==> config.mk <==
export PLATFORM = sky130hd
export DESIGN_NAME = retry_queue_exponential_backoff_top
export DESIGN_NICKNAME = d
export VERILOG_FILES = /design/src/rtl/core/rqeb_pkg.sv /design/src/rtl/core/rqeb_cell.sv /design/src/rtl/core/rqeb_head_timer.sv /design/src/rtl/core/retry_queue_exponential_backoff_top.sv
export SDC_FILE = /design/constraint.sdc
export NUM_CORES = 2
export LEC_CHECK = 0
export BUFFER_PORTS_ARGS = -buffer_cell sky130_fd_sc_hd__buf_2
export CORE_MARGIN = 10
export CORE_UTILIZATION = 30
export DETAILED_ROUTE_END_ITERATION = 8
export PLACE_DENSITY = 0.43
export SYNTH_ARGS = -nofsm -noshare
export SYNTH_HDL_FRONTEND = slang
export SYNTH_HIERARCHICAL = 1
export SYNTH_SLANG_ARGS = --single-unit
==> constraint.sdc <==
create_clock -name clock -period 8.3 [get_ports clock]
set_input_delay 0.83 -clock clock [delete_from_list [all_inputs] [get_ports clock]]
set_output_delay 0.83 -clock clock [all_outputs]
set_load 0.03 [all_outputs]
==> src/rtl/core/rqeb_pkg.sv <==
// shared types and codes for the retry queue with exponential backoff
package rqeb_pkg;

   // action codes
   localparam logic [2:0] ACT_PUSH     = 3'd0;
   localparam logic [2:0] ACT_POP      = 3'd1;
   localparam logic [2:0] ACT_POLL     = 3'd2;
   localparam logic [2:0] ACT_ACK_HEAD = 3'd3;
   localparam logic [2:0] ACT_ACK_SEQ  = 3'd4;

   // status codes
   localparam logic [2:0] ST_OK        = 3'd0;
   localparam logic [2:0] ST_EMPTY     = 3'd1;
   localparam logic [2:0] ST_FULL      = 3'd2;
   localparam logic [2:0] ST_TOO_LARGE = 3'd3;
   localparam logic [2:0] ST_NOT_DUE   = 3'd4;
   localparam logic [2:0] ST_MISMATCH  = 3'd5;

   // register indexes
   localparam logic REG_CAPACITY = 1'b0;
   localparam logic REG_INTERVAL = 1'b1;

   localparam logic [4:0]  CAPACITY_RESET = 5'd16;
   localparam logic [31:0] INTERVAL_RESET = 32'd1000;
   localparam logic [7:0]  RETRY_MAX      = 8'd255;

   // one transmit descriptor
   typedef struct packed {
      logic [31:0] sequence_id;
      logic [47:0] destination;
      logic [15:0] handle;
      logic [11:0] length;
   } desc_type;

   // commands to the head timer
   typedef struct packed {
      logic first_poll;
      logic retry_poll;
      logic drop;
   } head_cmd_type;

   // head timing state seen by the control logic
   typedef struct packed {
      logic        attempted;
      logic        due;
      logic [7:0]  retries;
      logic [7:0]  retries_next;
      logic [31:0] first_ms;
      logic [31:0] last_ms;
   } head_state_type;

endpackage

==> src/rtl/core/rqeb_cell.sv <==
// one queue cell: holds a descriptor, takes its neighbour's on a shift
module rqeb_cell (
   input  logic              clock,
   input  logic              shift_en,
   input  logic              load_en,
   input  rqeb_pkg::desc_type load_data,
   input  rqeb_pkg::desc_type next_data,
   output rqeb_pkg::desc_type data_q
);

   rqeb_pkg::desc_type data_ff;
   rqeb_pkg::desc_type data_in;

   always_comb begin
      data_in = data_ff;
      if (shift_en) begin
         data_in = next_data;
      end else if (load_en) begin
         data_in = load_data;
      end
   end

   always_ff @(posedge clock) begin
      data_ff <= data_in;
   end

   assign data_q = data_ff;

endmodule

==> src/rtl/core/rqeb_head_timer.sv <==
// retry count, attempt times and due check for the head descriptor
module rqeb_head_timer #(
   parameter int BACKOFF_SHIFT_CAP = 5
) (
   input  logic                    clock,
   input  logic                    reset,
   input  rqeb_pkg::head_cmd_type  cmd,
   input  logic [31:0]             now_ms,
   input  logic [31:0]             interval_ms,
   output rqeb_pkg::head_state_type state
);

   logic        attempted_ff, attempted_in;
   logic [7:0]  retries_ff, retries_in;
   logic [31:0] first_ff, first_in;
   logic [31:0] last_ff, last_in;

   logic [7:0]  shift_sel;
   logic [31:0] wait_ms;
   logic [31:0] elapsed_ms;
   logic [7:0]  retries_inc;

   always_comb begin
      shift_sel   = (retries_ff > 8'(BACKOFF_SHIFT_CAP)) ? 8'(BACKOFF_SHIFT_CAP) : retries_ff;
      wait_ms     = interval_ms << shift_sel[4:0];
      elapsed_ms  = now_ms - last_ff;
      retries_inc = (retries_ff < rqeb_pkg::RETRY_MAX) ? retries_ff + 8'd1 : retries_ff;
   end

   always_comb begin
      attempted_in = attempted_ff;
      retries_in   = retries_ff;
      first_in     = first_ff;
      last_in      = last_ff;
      if (cmd.drop) begin
         attempted_in = 1'b0;
         retries_in   = 8'd0;
         first_in     = 32'd0;
         last_in      = 32'd0;
      end else if (cmd.first_poll) begin
         attempted_in = 1'b1;
         first_in     = now_ms;
         last_in      = now_ms;
      end else if (cmd.retry_poll) begin
         retries_in   = retries_inc;
         last_in      = now_ms;
      end
   end

   always_ff @(posedge clock) begin
      if (reset) begin
         attempted_ff <= 1'b0;
         retries_ff   <= 8'd0;
         first_ff     <= 32'd0;
         last_ff      <= 32'd0;
      end else begin
         attempted_ff <= attempted_in;
         retries_ff   <= retries_in;
         first_ff     <= first_in;
         last_ff      <= last_in;
      end
   end

   assign state.attempted    = attempted_ff;
   assign state.due          = (elapsed_ms >= wait_ms);
   assign state.retries      = retries_ff;
   assign state.retries_next = retries_inc;
   assign state.first_ms     = first_ff;
   assign state.last_ms      = last_ff;

endmodule

==> src/rtl/core/retry_queue_exponential_backoff_top.sv <==
// top level of the retry queue with exponential backoff
// the result of an accepted item is registered and presented on rsp_ in the cycle after its transfer
// throughput: one item per cycle; req_ready drops only while a result waits in the output register
// the head decision (one 32-bit subtract and compare against the shifted interval) is combinational
// reset: occupancy, head timing and the output valid flag clear at once, registers take their
// reset values; descriptor cells and output data are not cleared and no clearing pass runs
module retry_queue_exponential_backoff_top #(
   parameter int DEPTH             = 16,
   parameter int MAX_PAYLOAD_BYTES = 2048,
   parameter int BACKOFF_SHIFT_CAP = 5
) (
   input  logic        clock,
   input  logic        reset,
   // request channel
   input  logic        req_valid,
   output logic        req_ready,
   input  logic [2:0]  req_action,
   input  logic [31:0] req_now_ms,
   input  logic [31:0] req_sequence_req,
   input  logic [47:0] req_destination,
   input  logic [15:0] req_payload_handle,
   input  logic [15:0] req_payload_length,
   // response channel
   output logic        rsp_valid,
   input  logic        rsp_ready,
   output logic [2:0]  rsp_status,
   output logic [31:0] rsp_out_sequence,
   output logic [47:0] rsp_out_destination,
   output logic [15:0] rsp_out_payload_handle,
   output logic [11:0] rsp_out_payload_length,
   output logic [7:0]  rsp_out_retries,
   output logic [31:0] rsp_out_first_attempt_ms,
   output logic [31:0] rsp_out_last_attempt_ms,
   output logic [4:0]  rsp_entry_count,
   // configuration port
   input  logic        psel,
   input  logic        penable,
   input  logic        pwrite,
   input  logic [2:0]  paddr,
   input  logic [31:0] pwdata,
   output logic [31:0] prdata,
   output logic        pready
);

   localparam int OCC_W = $clog2(DEPTH + 1);
   localparam int CMP_W = (OCC_W > 5) ? OCC_W : 5;

   // configuration registers
   logic [4:0]  capacity_ff, capacity_in;
   logic [31:0] interval_ff, interval_in;
   logic        cfg_write;

   assign pready    = 1'b1;
   assign cfg_write = psel && penable && pwrite;

   always_comb begin
      capacity_in = capacity_ff;
      interval_in = interval_ff;
      if (cfg_write) begin
         case (paddr[2])
            rqeb_pkg::REG_CAPACITY: capacity_in = pwdata[4:0];
            rqeb_pkg::REG_INTERVAL: interval_in = pwdata;
            default: ;
         endcase
      end
   end

   always_comb begin
      case (paddr[2])
         rqeb_pkg::REG_CAPACITY: prdata = {27'd0, capacity_ff};
         rqeb_pkg::REG_INTERVAL: prdata = interval_ff;
         default:                prdata = 32'd0;
      endcase
   end

   always_ff @(posedge clock) begin
      if (reset) begin
         capacity_ff <= rqeb_pkg::CAPACITY_RESET;
         interval_ff <= rqeb_pkg::INTERVAL_RESET;
      end else begin
         capacity_ff <= capacity_in;
         interval_ff <= interval_in;
      end
   end

   // handshake: a new item is taken whenever the output register is free or draining
   logic rsp_valid_ff, rsp_valid_in;
   logic accept;

   assign req_ready = !rsp_valid_ff || rsp_ready;
   assign accept    = req_valid && req_ready;

   // occupancy count
   logic [OCC_W-1:0] occ_ff, occ_in;
   logic [CMP_W-1:0] occ_ext, cap_ext;
   logic             full, empty;

   assign occ_ext = CMP_W'(occ_ff);
   assign cap_ext = (CMP_W'(capacity_ff) > CMP_W'(DEPTH)) ? CMP_W'(DEPTH)
                                                           : CMP_W'(capacity_ff);
   assign full    = (occ_ext >= cap_ext);
   assign empty   = (occ_ff == '0);

   // the chain of cells, cell 0 is the head
   rqeb_pkg::desc_type cell_data [DEPTH];
   rqeb_pkg::desc_type push_data;
   rqeb_pkg::desc_type head;
   logic               push_ok, drop_ok;

   assign push_data.sequence_id = req_sequence_req;
   assign push_data.destination = req_destination;
   assign push_data.handle      = req_payload_handle;
   assign push_data.length      = req_payload_length[11:0];
   assign head                  = cell_data[0];

   for (genvar i = 0; i < DEPTH; i++) begin : g_cell
      rqeb_cell u_cell (
         .clock     (clock),
         .shift_en  (accept && drop_ok),
         .load_en   (accept && push_ok && (occ_ff == OCC_W'(i))),
         .load_data (push_data),
         // last cell has no upstream neighbour, it just refills from itself
         .next_data ((i == DEPTH - 1) ? cell_data[i] : cell_data[(i + 1) % DEPTH]),
         .data_q    (cell_data[i])
      );
   end

   // head timing
   rqeb_pkg::head_cmd_type   head_cmd, timer_cmd;
   rqeb_pkg::head_state_type head_state;

   assign timer_cmd.first_poll = accept && head_cmd.first_poll;
   assign timer_cmd.retry_poll = accept && head_cmd.retry_poll;
   assign timer_cmd.drop       = accept && head_cmd.drop;

   rqeb_head_timer #(
      .BACKOFF_SHIFT_CAP (BACKOFF_SHIFT_CAP)
   ) u_head_timer (
      .clock       (clock),
      .reset       (reset),
      .cmd         (timer_cmd),
      .now_ms      (req_now_ms),
      .interval_ms (interval_ff),
      .state       (head_state)
   );

   // action decode and result
   logic [2:0]  res_status;
   logic        res_emit;
   logic [7:0]  res_retries;
   logic [31:0] res_first, res_last;

   always_comb begin
      res_status  = rqeb_pkg::ST_OK;
      res_emit    = 1'b0;
      res_retries = head_state.retries;
      res_first   = head_state.first_ms;
      res_last    = head_state.last_ms;
      push_ok     = 1'b0;
      drop_ok     = 1'b0;
      head_cmd    = '0;
      case (req_action)
         rqeb_pkg::ACT_PUSH: begin
            if (full) begin
               res_status = rqeb_pkg::ST_FULL;
            end else if (req_payload_length > 16'(MAX_PAYLOAD_BYTES)) begin
               res_status = rqeb_pkg::ST_TOO_LARGE;
            end else begin
               push_ok = 1'b1;
            end
         end
         rqeb_pkg::ACT_POP, rqeb_pkg::ACT_ACK_HEAD: begin
            if (empty) begin
               res_status = rqeb_pkg::ST_EMPTY;
            end else begin
               res_emit      = 1'b1;
               drop_ok       = 1'b1;
               head_cmd.drop = 1'b1;
            end
         end
         rqeb_pkg::ACT_POLL: begin
            if (empty) begin
               res_status = rqeb_pkg::ST_EMPTY;
            end else if (!head_state.attempted) begin
               // first poll of a head always goes out and stamps both times
               res_emit            = 1'b1;
               res_first           = req_now_ms;
               res_last            = req_now_ms;
               head_cmd.first_poll = 1'b1;
            end else if (!head_state.due) begin
               res_status = rqeb_pkg::ST_NOT_DUE;
            end else begin
               res_emit            = 1'b1;
               res_retries         = head_state.retries_next;
               res_last            = req_now_ms;
               head_cmd.retry_poll = 1'b1;
            end
         end
         rqeb_pkg::ACT_ACK_SEQ: begin
            if (empty) begin
               res_status = rqeb_pkg::ST_EMPTY;
            end else if (head.sequence_id != req_sequence_req) begin
               res_status = rqeb_pkg::ST_MISMATCH;
            end else begin
               res_emit      = 1'b1;
               drop_ok       = 1'b1;
               head_cmd.drop = 1'b1;
            end
         end
         default: ;
      endcase
   end

   always_comb begin
      occ_in = occ_ff;
      if (accept && push_ok) begin
         occ_in = occ_ff + OCC_W'(1);
      end else if (accept && drop_ok) begin
         occ_in = occ_ff - OCC_W'(1);
      end
   end

   always_ff @(posedge clock) begin
      if (reset) begin
         occ_ff <= '0;
      end else begin
         occ_ff <= occ_in;
      end
   end

   // output register
   logic [2:0]  status_ff;
   logic [31:0] seq_ff;
   logic [47:0] dest_ff;
   logic [15:0] handle_ff;
   logic [11:0] length_ff;
   logic [7:0]  retries_ff;
   logic [31:0] first_ff, last_ff;
   logic [4:0]  count_ff;

   assign rsp_valid_in = accept || (rsp_valid_ff && !rsp_ready);

   always_ff @(posedge clock) begin
      if (reset) begin
         rsp_valid_ff <= 1'b0;
      end else begin
         rsp_valid_ff <= rsp_valid_in;
      end
   end

   always_ff @(posedge clock) begin
      if (accept) begin
         status_ff  <= res_status;
         seq_ff     <= res_emit ? head.sequence_id : 32'd0;
         dest_ff    <= res_emit ? head.destination : 48'd0;
         handle_ff  <= res_emit ? head.handle : 16'd0;
         length_ff  <= res_emit ? head.length : 12'd0;
         retries_ff <= res_emit ? res_retries : 8'd0;
         first_ff   <= res_emit ? res_first : 32'd0;
         last_ff    <= res_emit ? res_last : 32'd0;
         count_ff   <= 5'(occ_in);
      end
   end

   assign rsp_valid                = rsp_valid_ff;
   assign rsp_status               = status_ff;
   assign rsp_out_sequence         = seq_ff;
   assign rsp_out_destination      = dest_ff;
   assign rsp_out_payload_handle   = handle_ff;
   assign rsp_out_payload_length   = length_ff;
   assign rsp_out_retries          = retries_ff;
   assign rsp_out_first_attempt_ms = first_ff;
   assign rsp_out_last_attempt_ms  = last_ff;
   assign rsp_entry_count          = count_ff;

   // checks
   a_occ_bound: assert property (@(posedge clock) disable iff (reset)
      CMP_W'(occ_ff) <= CMP_W'(DEPTH))
      else $error("occupancy beyond depth");

   a_push_grows: assert property (@(posedge clock) disable iff (reset)
      accept && push_ok |=> occ_ff == $past(occ_ff) + OCC_W'(1))
      else $error("accepted push did not grow the queue");

   a_empty_count: assert property (@(posedge clock) disable iff (reset)
      rsp_valid_ff && (rsp_status == rqeb_pkg::ST_EMPTY) |-> rsp_entry_count == 5'd0)
      else $error("empty status with entries present");

   a_fresh_head: assert property (@(posedge clock) disable iff (reset)
      !head_state.attempted |-> head_state.retries == 8'd0)
      else $error("retries counted on an unattempted head");

   a_one_op: assert property (@(posedge clock) disable iff (reset)
      !(push_ok && drop_ok))
      else $error("push and removal decoded together");

endmodule
# == Word-level counts from Yosys, hierarchy flattened ==
# Cells that the tools add are included.
# totals
register_bits,2032
in_bits,189
out_inout_bits,223
word_cells,240
# op_classes
n_addsub,4
magnitude_cmp,6
n_eq_ne,20
shifts,1
n_mux,73
bitwise,3
n_reduce_logical,52
# op_table
cell,n
$mux 108,30
$mux 32,9
$pmux 32 s2,1
$eq 5x4->1 const B,8
$mux 8,5
$ge 32x32->1,1
$ne 32x32->1,1
$reduce_bool 2->1,16
$shl 32x5->32,1
$sub 32x32->32,1
$logic_and 1x1->1,24
$eq 5x3->1 const B,4
$mux 5,4
$gt 16x12->1 const B,1
$mux 3,5
$mux 1,12
$pmux 3 s4,1
$eq 5x2->1 const B,2
$add 8x1->8 const B,1
$gt 8x3->1 const B,1
$lt 8x8->1 const B,1
$mux 2,4
$reduce_and 2->1,4
$eq 3x2->1 const B,2
15 further kinds,20

# == Logic depth before layout (Yosys ltp) ==
# logic_depth
ltp_word,11
depth_mapped,26
ltp_nobuf,23

# == Modules after synthesis ==
# The synthesis kept the hierarchy.
# by_module_without_submodules
mod,instances,cells_per_inst,area_each_um2,seq_area_each_um2
rqeb_cell,16,229,4578.1,3243.1
retry_queue_exponential_backoff_top,1,852,10231.1,6506.2
rqeb_head_timer,1,796,6298.5,1461.4

# == Least setup slack after synthesis ==
# OpenSTA, ideal clock, no wires.
# synth_timing
kind,input -> register
startpoint,input rsp_ready
endpoint,register u_head_timer.last_ff[27]
setup_time_ns,0.071
t_arrival_ns,6.314
t_required_ns,8.229
slack_ns,1.915
path_stages,9
n_path_buf,2
cell_sequence,nand2b_1 -> nand2_1 -> inv_1 -> and2_1 -> or2_2 -> clkbuf_1 -> clkbuf_1 -> nand2_1 -> a21oi_1
# synth_lines
item,line,text
"start, declared",retry_queue_exponential_backoff_top.sv:25,"input logic rsp_ready,"
"end signal, assigned",rqeb_head_timer.sv:60,last_ff <= last_in;
"end, declared",rqeb_head_timer.sv:16,"logic [31:0] last_ff, last_in;"

==> reports/qor.yml <==
status: "finished, final reports clean"
synth_flop_cell: "edfxtp_1"
cp-start-kind: "flop"
p_switching_mw: 4.788
vias_per_cell: 4.675
worst_slack_ns: 2.557
finClkSkew_ns: 0.04652
ant_nets: 0
seq_area_frac_synth: 0.6667
criticalPathCategory: "flop to flop"
core_area_mm2: 0.2973
cts_hold_buf: 0
drc_errors: 0
syn_area_mm2: 0.08978
regToRegStartpoint: "u_head_timer/retries_ff[1]$_SDFFE_PP0P_"
clk_latency_ns: 0.89
start_util: 0.3020
synth_nets: 5579
finish.utilization: 0.3476
avgSynthCellArea_um2: 16.90
cp-end-kind: "flop"
reg2reg_depth: 22
maxSlewViolCount: 0
worstPathRequired_ns: 9.09
drt-total-wl_um: 216400
synth-async-reset-ratio: 0
grt-ovfl-total: 0
dr.first_iter.drc_count: 2840
area_growth_pct: 15.11
wire_per_inst_um: 21.90
max_freq_ghz: 0.1741
slew-limit-headroom: 0.1880
path_clk_slew_ns: 0.06
min-delay-path-class: "input pin to flop"
vias: 46200
dp_hpwl_um: 123200
hold_viol: 0
tns_ns: 0
gr-usage-all-layers: 0.1297
io_buffers: 408
endpoint: "u_head_timer/last_ff[30]$_SDFFE_PP0P_"
seqPwrFrac: 0.504
yosysWarnings: 6
synthCells: 5312
tightest_slew_ns: 1.207
post-cts-setup-buffers: 0
r2r_slack_ns: 2.56
place_area_mm2: 0.09594
cellPowerDensity_mw_per_mm2: 216.6
swShare: 0.2139
die_h_um: 567.1
fin_area_mm2: 0.1033
synth-seq-cells: 2032
grt_pass1_wl_um: 323700
cts_buffer_depth: 4
layout-drive-gt1-share: 0.4352
pwr-share-comb: 0.046
h-tree-depth: 4
crit_start: "u_head_timer/retries_ff[1]$_SDFFE_PP0P_"
synth_cell_types: 87
globalplace.congestion: 0.7657
synth_edf_count: 1916
clock_sinks: 2032
nFillCells: 28640
drv_cap: 0
grt_max_degree: 189
layout.nets: 6006
cp.arrival_ns: 6.53
cts_resized: 0
dieWidth_um: 567.1
finalSetupViolCount: 0
boundaryPins: 412
rsz0062_at_grt: "no"
p_clk_frac: 0.450
cts_buffers: 234
dieArea_mm2: 0.3215
p_leak_nw: 33.70
finalPower_mw: 22.38
cp_max_fo: 32
row_count: 200
antenna_found_initial: 59
period_share: 0.6919
root_buffer: "clkbuf_16"
drt-pass1-iter-count: 8
internal-power_mw: 17.59
min_period_ns: 5.743
cts_tree: "done"
ir_worst_vdd_v: 0.0001862
r2r_end: "u_head_timer/last_ff[30]$_SDFFE_PP0P_"
grt_pass1_vias: 47420
place_ws_ns: 2.194
==> cell usage after synthesis, types with 8 or more instances <==
cell type / number / area, um^2
a211oi_1: 12 / 90.09
a21o_1: 16 / 120.1
a21oi_1: 150 / 750.7
a22o_1: 32 / 280.3
and2_1: 145 / 907.1
and3_1: 11 / 68.82
buf_2: 151 / 755.7
buf_4: 8 / 60.06
buf_6: 52 / 585.6
clkbuf_1: 60 / 225.2
clkbuf_2: 8 / 40.04
dfxtp_1: 116 / 2322
edfxtp_1: 1916 / 57540
ha_1: 77 / 963.4
inv_1: 48 / 180.2
mux2_2: 1590 / 17900
mux2_4: 144 / 2162
mux2i_1: 128 / 1281
nand2_1: 243 / 912.1
nand2b_1: 9 / 56.30
nand3_1: 18 / 90.09
nand4_1: 24 / 150.1
nor2_1: 110 / 412.9
nor3_1: 15 / 75.07
o211ai_1: 8 / 60.06
o21a_1: 11 / 82.58
o21ai_0: 30 / 150.1
or2_1: 18 / 112.6
xnor2_1: 51 / 446.7
xor2_1: 15 / 131.4
==> power by group through the flow <==
| stage | combinational, mW | clock, mW | sequential (mW) |
|---|---|---|---|
| finish | 1.02 | 10.1 | 11.3 |
| global route | 1.13 | 10.9 | 11.3 |
| CTS | 1.04 | 10.5 | 11.3 |
| detailed placement | 1.03 | 0 | 11.5 |
| global placement | 1.01 | 0 | 11.5 |
| floorplan | 0.581 | 0 | 11.6 |
==> logic make-up (layout without fill, tap and decap cells) <==
group	count (synthesis)	count (layout)	share of synthesized area
buffers and inverters	333	949	0.02107
AOI/OAI and AO/OA	296	296	0.02106
xor gates and xnor gates	66	66	0.006439
other	1	16	0.00004177
muxes	1863	1863	0.2380
DFF	2032	2032	0.6667
adders and majority gates	78	78	0.01095
and+or+nand+nor	643	643	0.03569
==> cell type report <==
type | instances | area (um^2) | area share
repair buffers | 476 | 2865 | 0.02772
well taps | 3939 | 4928 | 0.04769
multi-input cells | 2947 | 28100 | 0.2719
clock buffers | 307 | 6213 | 0.06012
inverters | 48 | 187.7 | 0.001816
flip-flops and latches | 2032 | 59860 | 0.5792
clock inverters | 118 | 1159 | 0.01121
diodes | 15 | 37.54 | 0.0003632
==> through the flow <==
step / cells / hold WS [ns]
finish: 9882 / 0.1745
global route: 9870 / 0.1388
CTS: 9867 / 0.07822
detailed placement: 9442 / 0.4638
global placement: 9442 / 0.4606
floorplan: 5312 / 0.4356
==> flip-flops by register name, summed over array words and instances, names as in the netlist, 12 cells and up <==
signal / flops
u_head_timer/first_ff: 32
rsp_out_destination: 48
rsp_out_payload_length: 12
rsp_out_payload_handle: 16
g_cell.u_cell/data_q: 1728
rsp_out_first_attempt_ms: 32
interval_ff: 32
rsp_out_sequence: 32
u_head_timer/last_ff: 32
rsp_out_last_attempt_ms: 32
==> metal layers <==
metal  track usage  vias to the layer above  share of wire
met5             0                        -        0.00058
met4       0.03470                       20          0.026
met3       0.02533                      383          0.047
met2        0.2022                      950           0.44
met1        0.1842                    23420           0.48
li1              -                    21430              -
==> how the worst min path moves through the flow <==
stage	from	endpoint	slack, ns	cells past startpoint
global placement	u_head_timer/last_ff[15]$_SDFFE_PP0P_	u_head_timer/last_ff[15]$_SDFFE_PP0P_	0.46	2
finish	pwdata[9]	interval_ff[9]$_SDFFE_PP1P_	0.17	3
CTS	pwdata[9]	interval_ff[9]$_SDFFE_PP1P_	0.08	3
floorplan	u_head_timer/attempted_ff$_SDFFE_PP0P_	u_head_timer/attempted_ff$_SDFFE_PP0P_	0.44	2
global route	pwdata[9]	interval_ff[9]$_SDFFE_PP1P_	0.14	3
detailed placement	u_head_timer/last_ff[11]$_SDFFE_PP0P_	u_head_timer/last_ff[11]$_SDFFE_PP0P_	0.46	2
==> layout by cell type, fill, tap and decap left out, types with 12 or more instances in the layout <==
| cell type | n |
|---|---|
| a211oi_1 | 12 |
| ha_1 | 77 |
| buf_2 | 408 |
| clkinv_2 | 38 |
| buf_4 | 43 |
| dfxtp_1 | 116 |
| bufinv_16 | 20 |
| nand3_1 | 18 |
| a22o_1 | 32 |
| nand4_1 | 24 |
| clkbuf_1 | 68 |
| a21oi_1 | 150 |
| or2_4 | 18 |
| inv_1 | 47 |
| nand2_1 | 243 |
| nor3_1 | 15 |
| a21o_1 | 16 |
| edfxtp_1 | 1916 |
| o21ai_0 | 30 |
| buf_12 | 25 |
| xor2_1 | 15 |
| mux2_2 | 1590 |
| mux2_4 | 144 |
| diode_2 | 15 |
| clkinv_1 | 43 |
| mux2i_1 | 128 |
| xnor2_1 | 51 |
| nor2_1 | 106 |
| and2_1 | 145 |
| clkbuf_16 | 237 |
==> critical path, cell delays in order (launching register included) <==
cell and delay, ns:
dfxtp_1 0.56, inv_1 0.14, ha_1 0.20, nor2_1 0.12, nand2_1 0.11, nand3_2 0.11, buf_4 0.42, and2_1 0.20
a211oi_1 0.04, a21oi_1 0.25, mux2i_1 0.15, ha_1 0.32, nand2_1 0.06, a2111oi_0 0.51, o21ai_0 0.18, o211ai_1 0.14
a211o_1 0.17, a31o_2 0.18, and3_1 0.52, and2_1 0.29, or2_2 0.63, nand2_1 0.12, a21oi_1 0.17
Note: power is estimated with default switching activity, not from simulation.
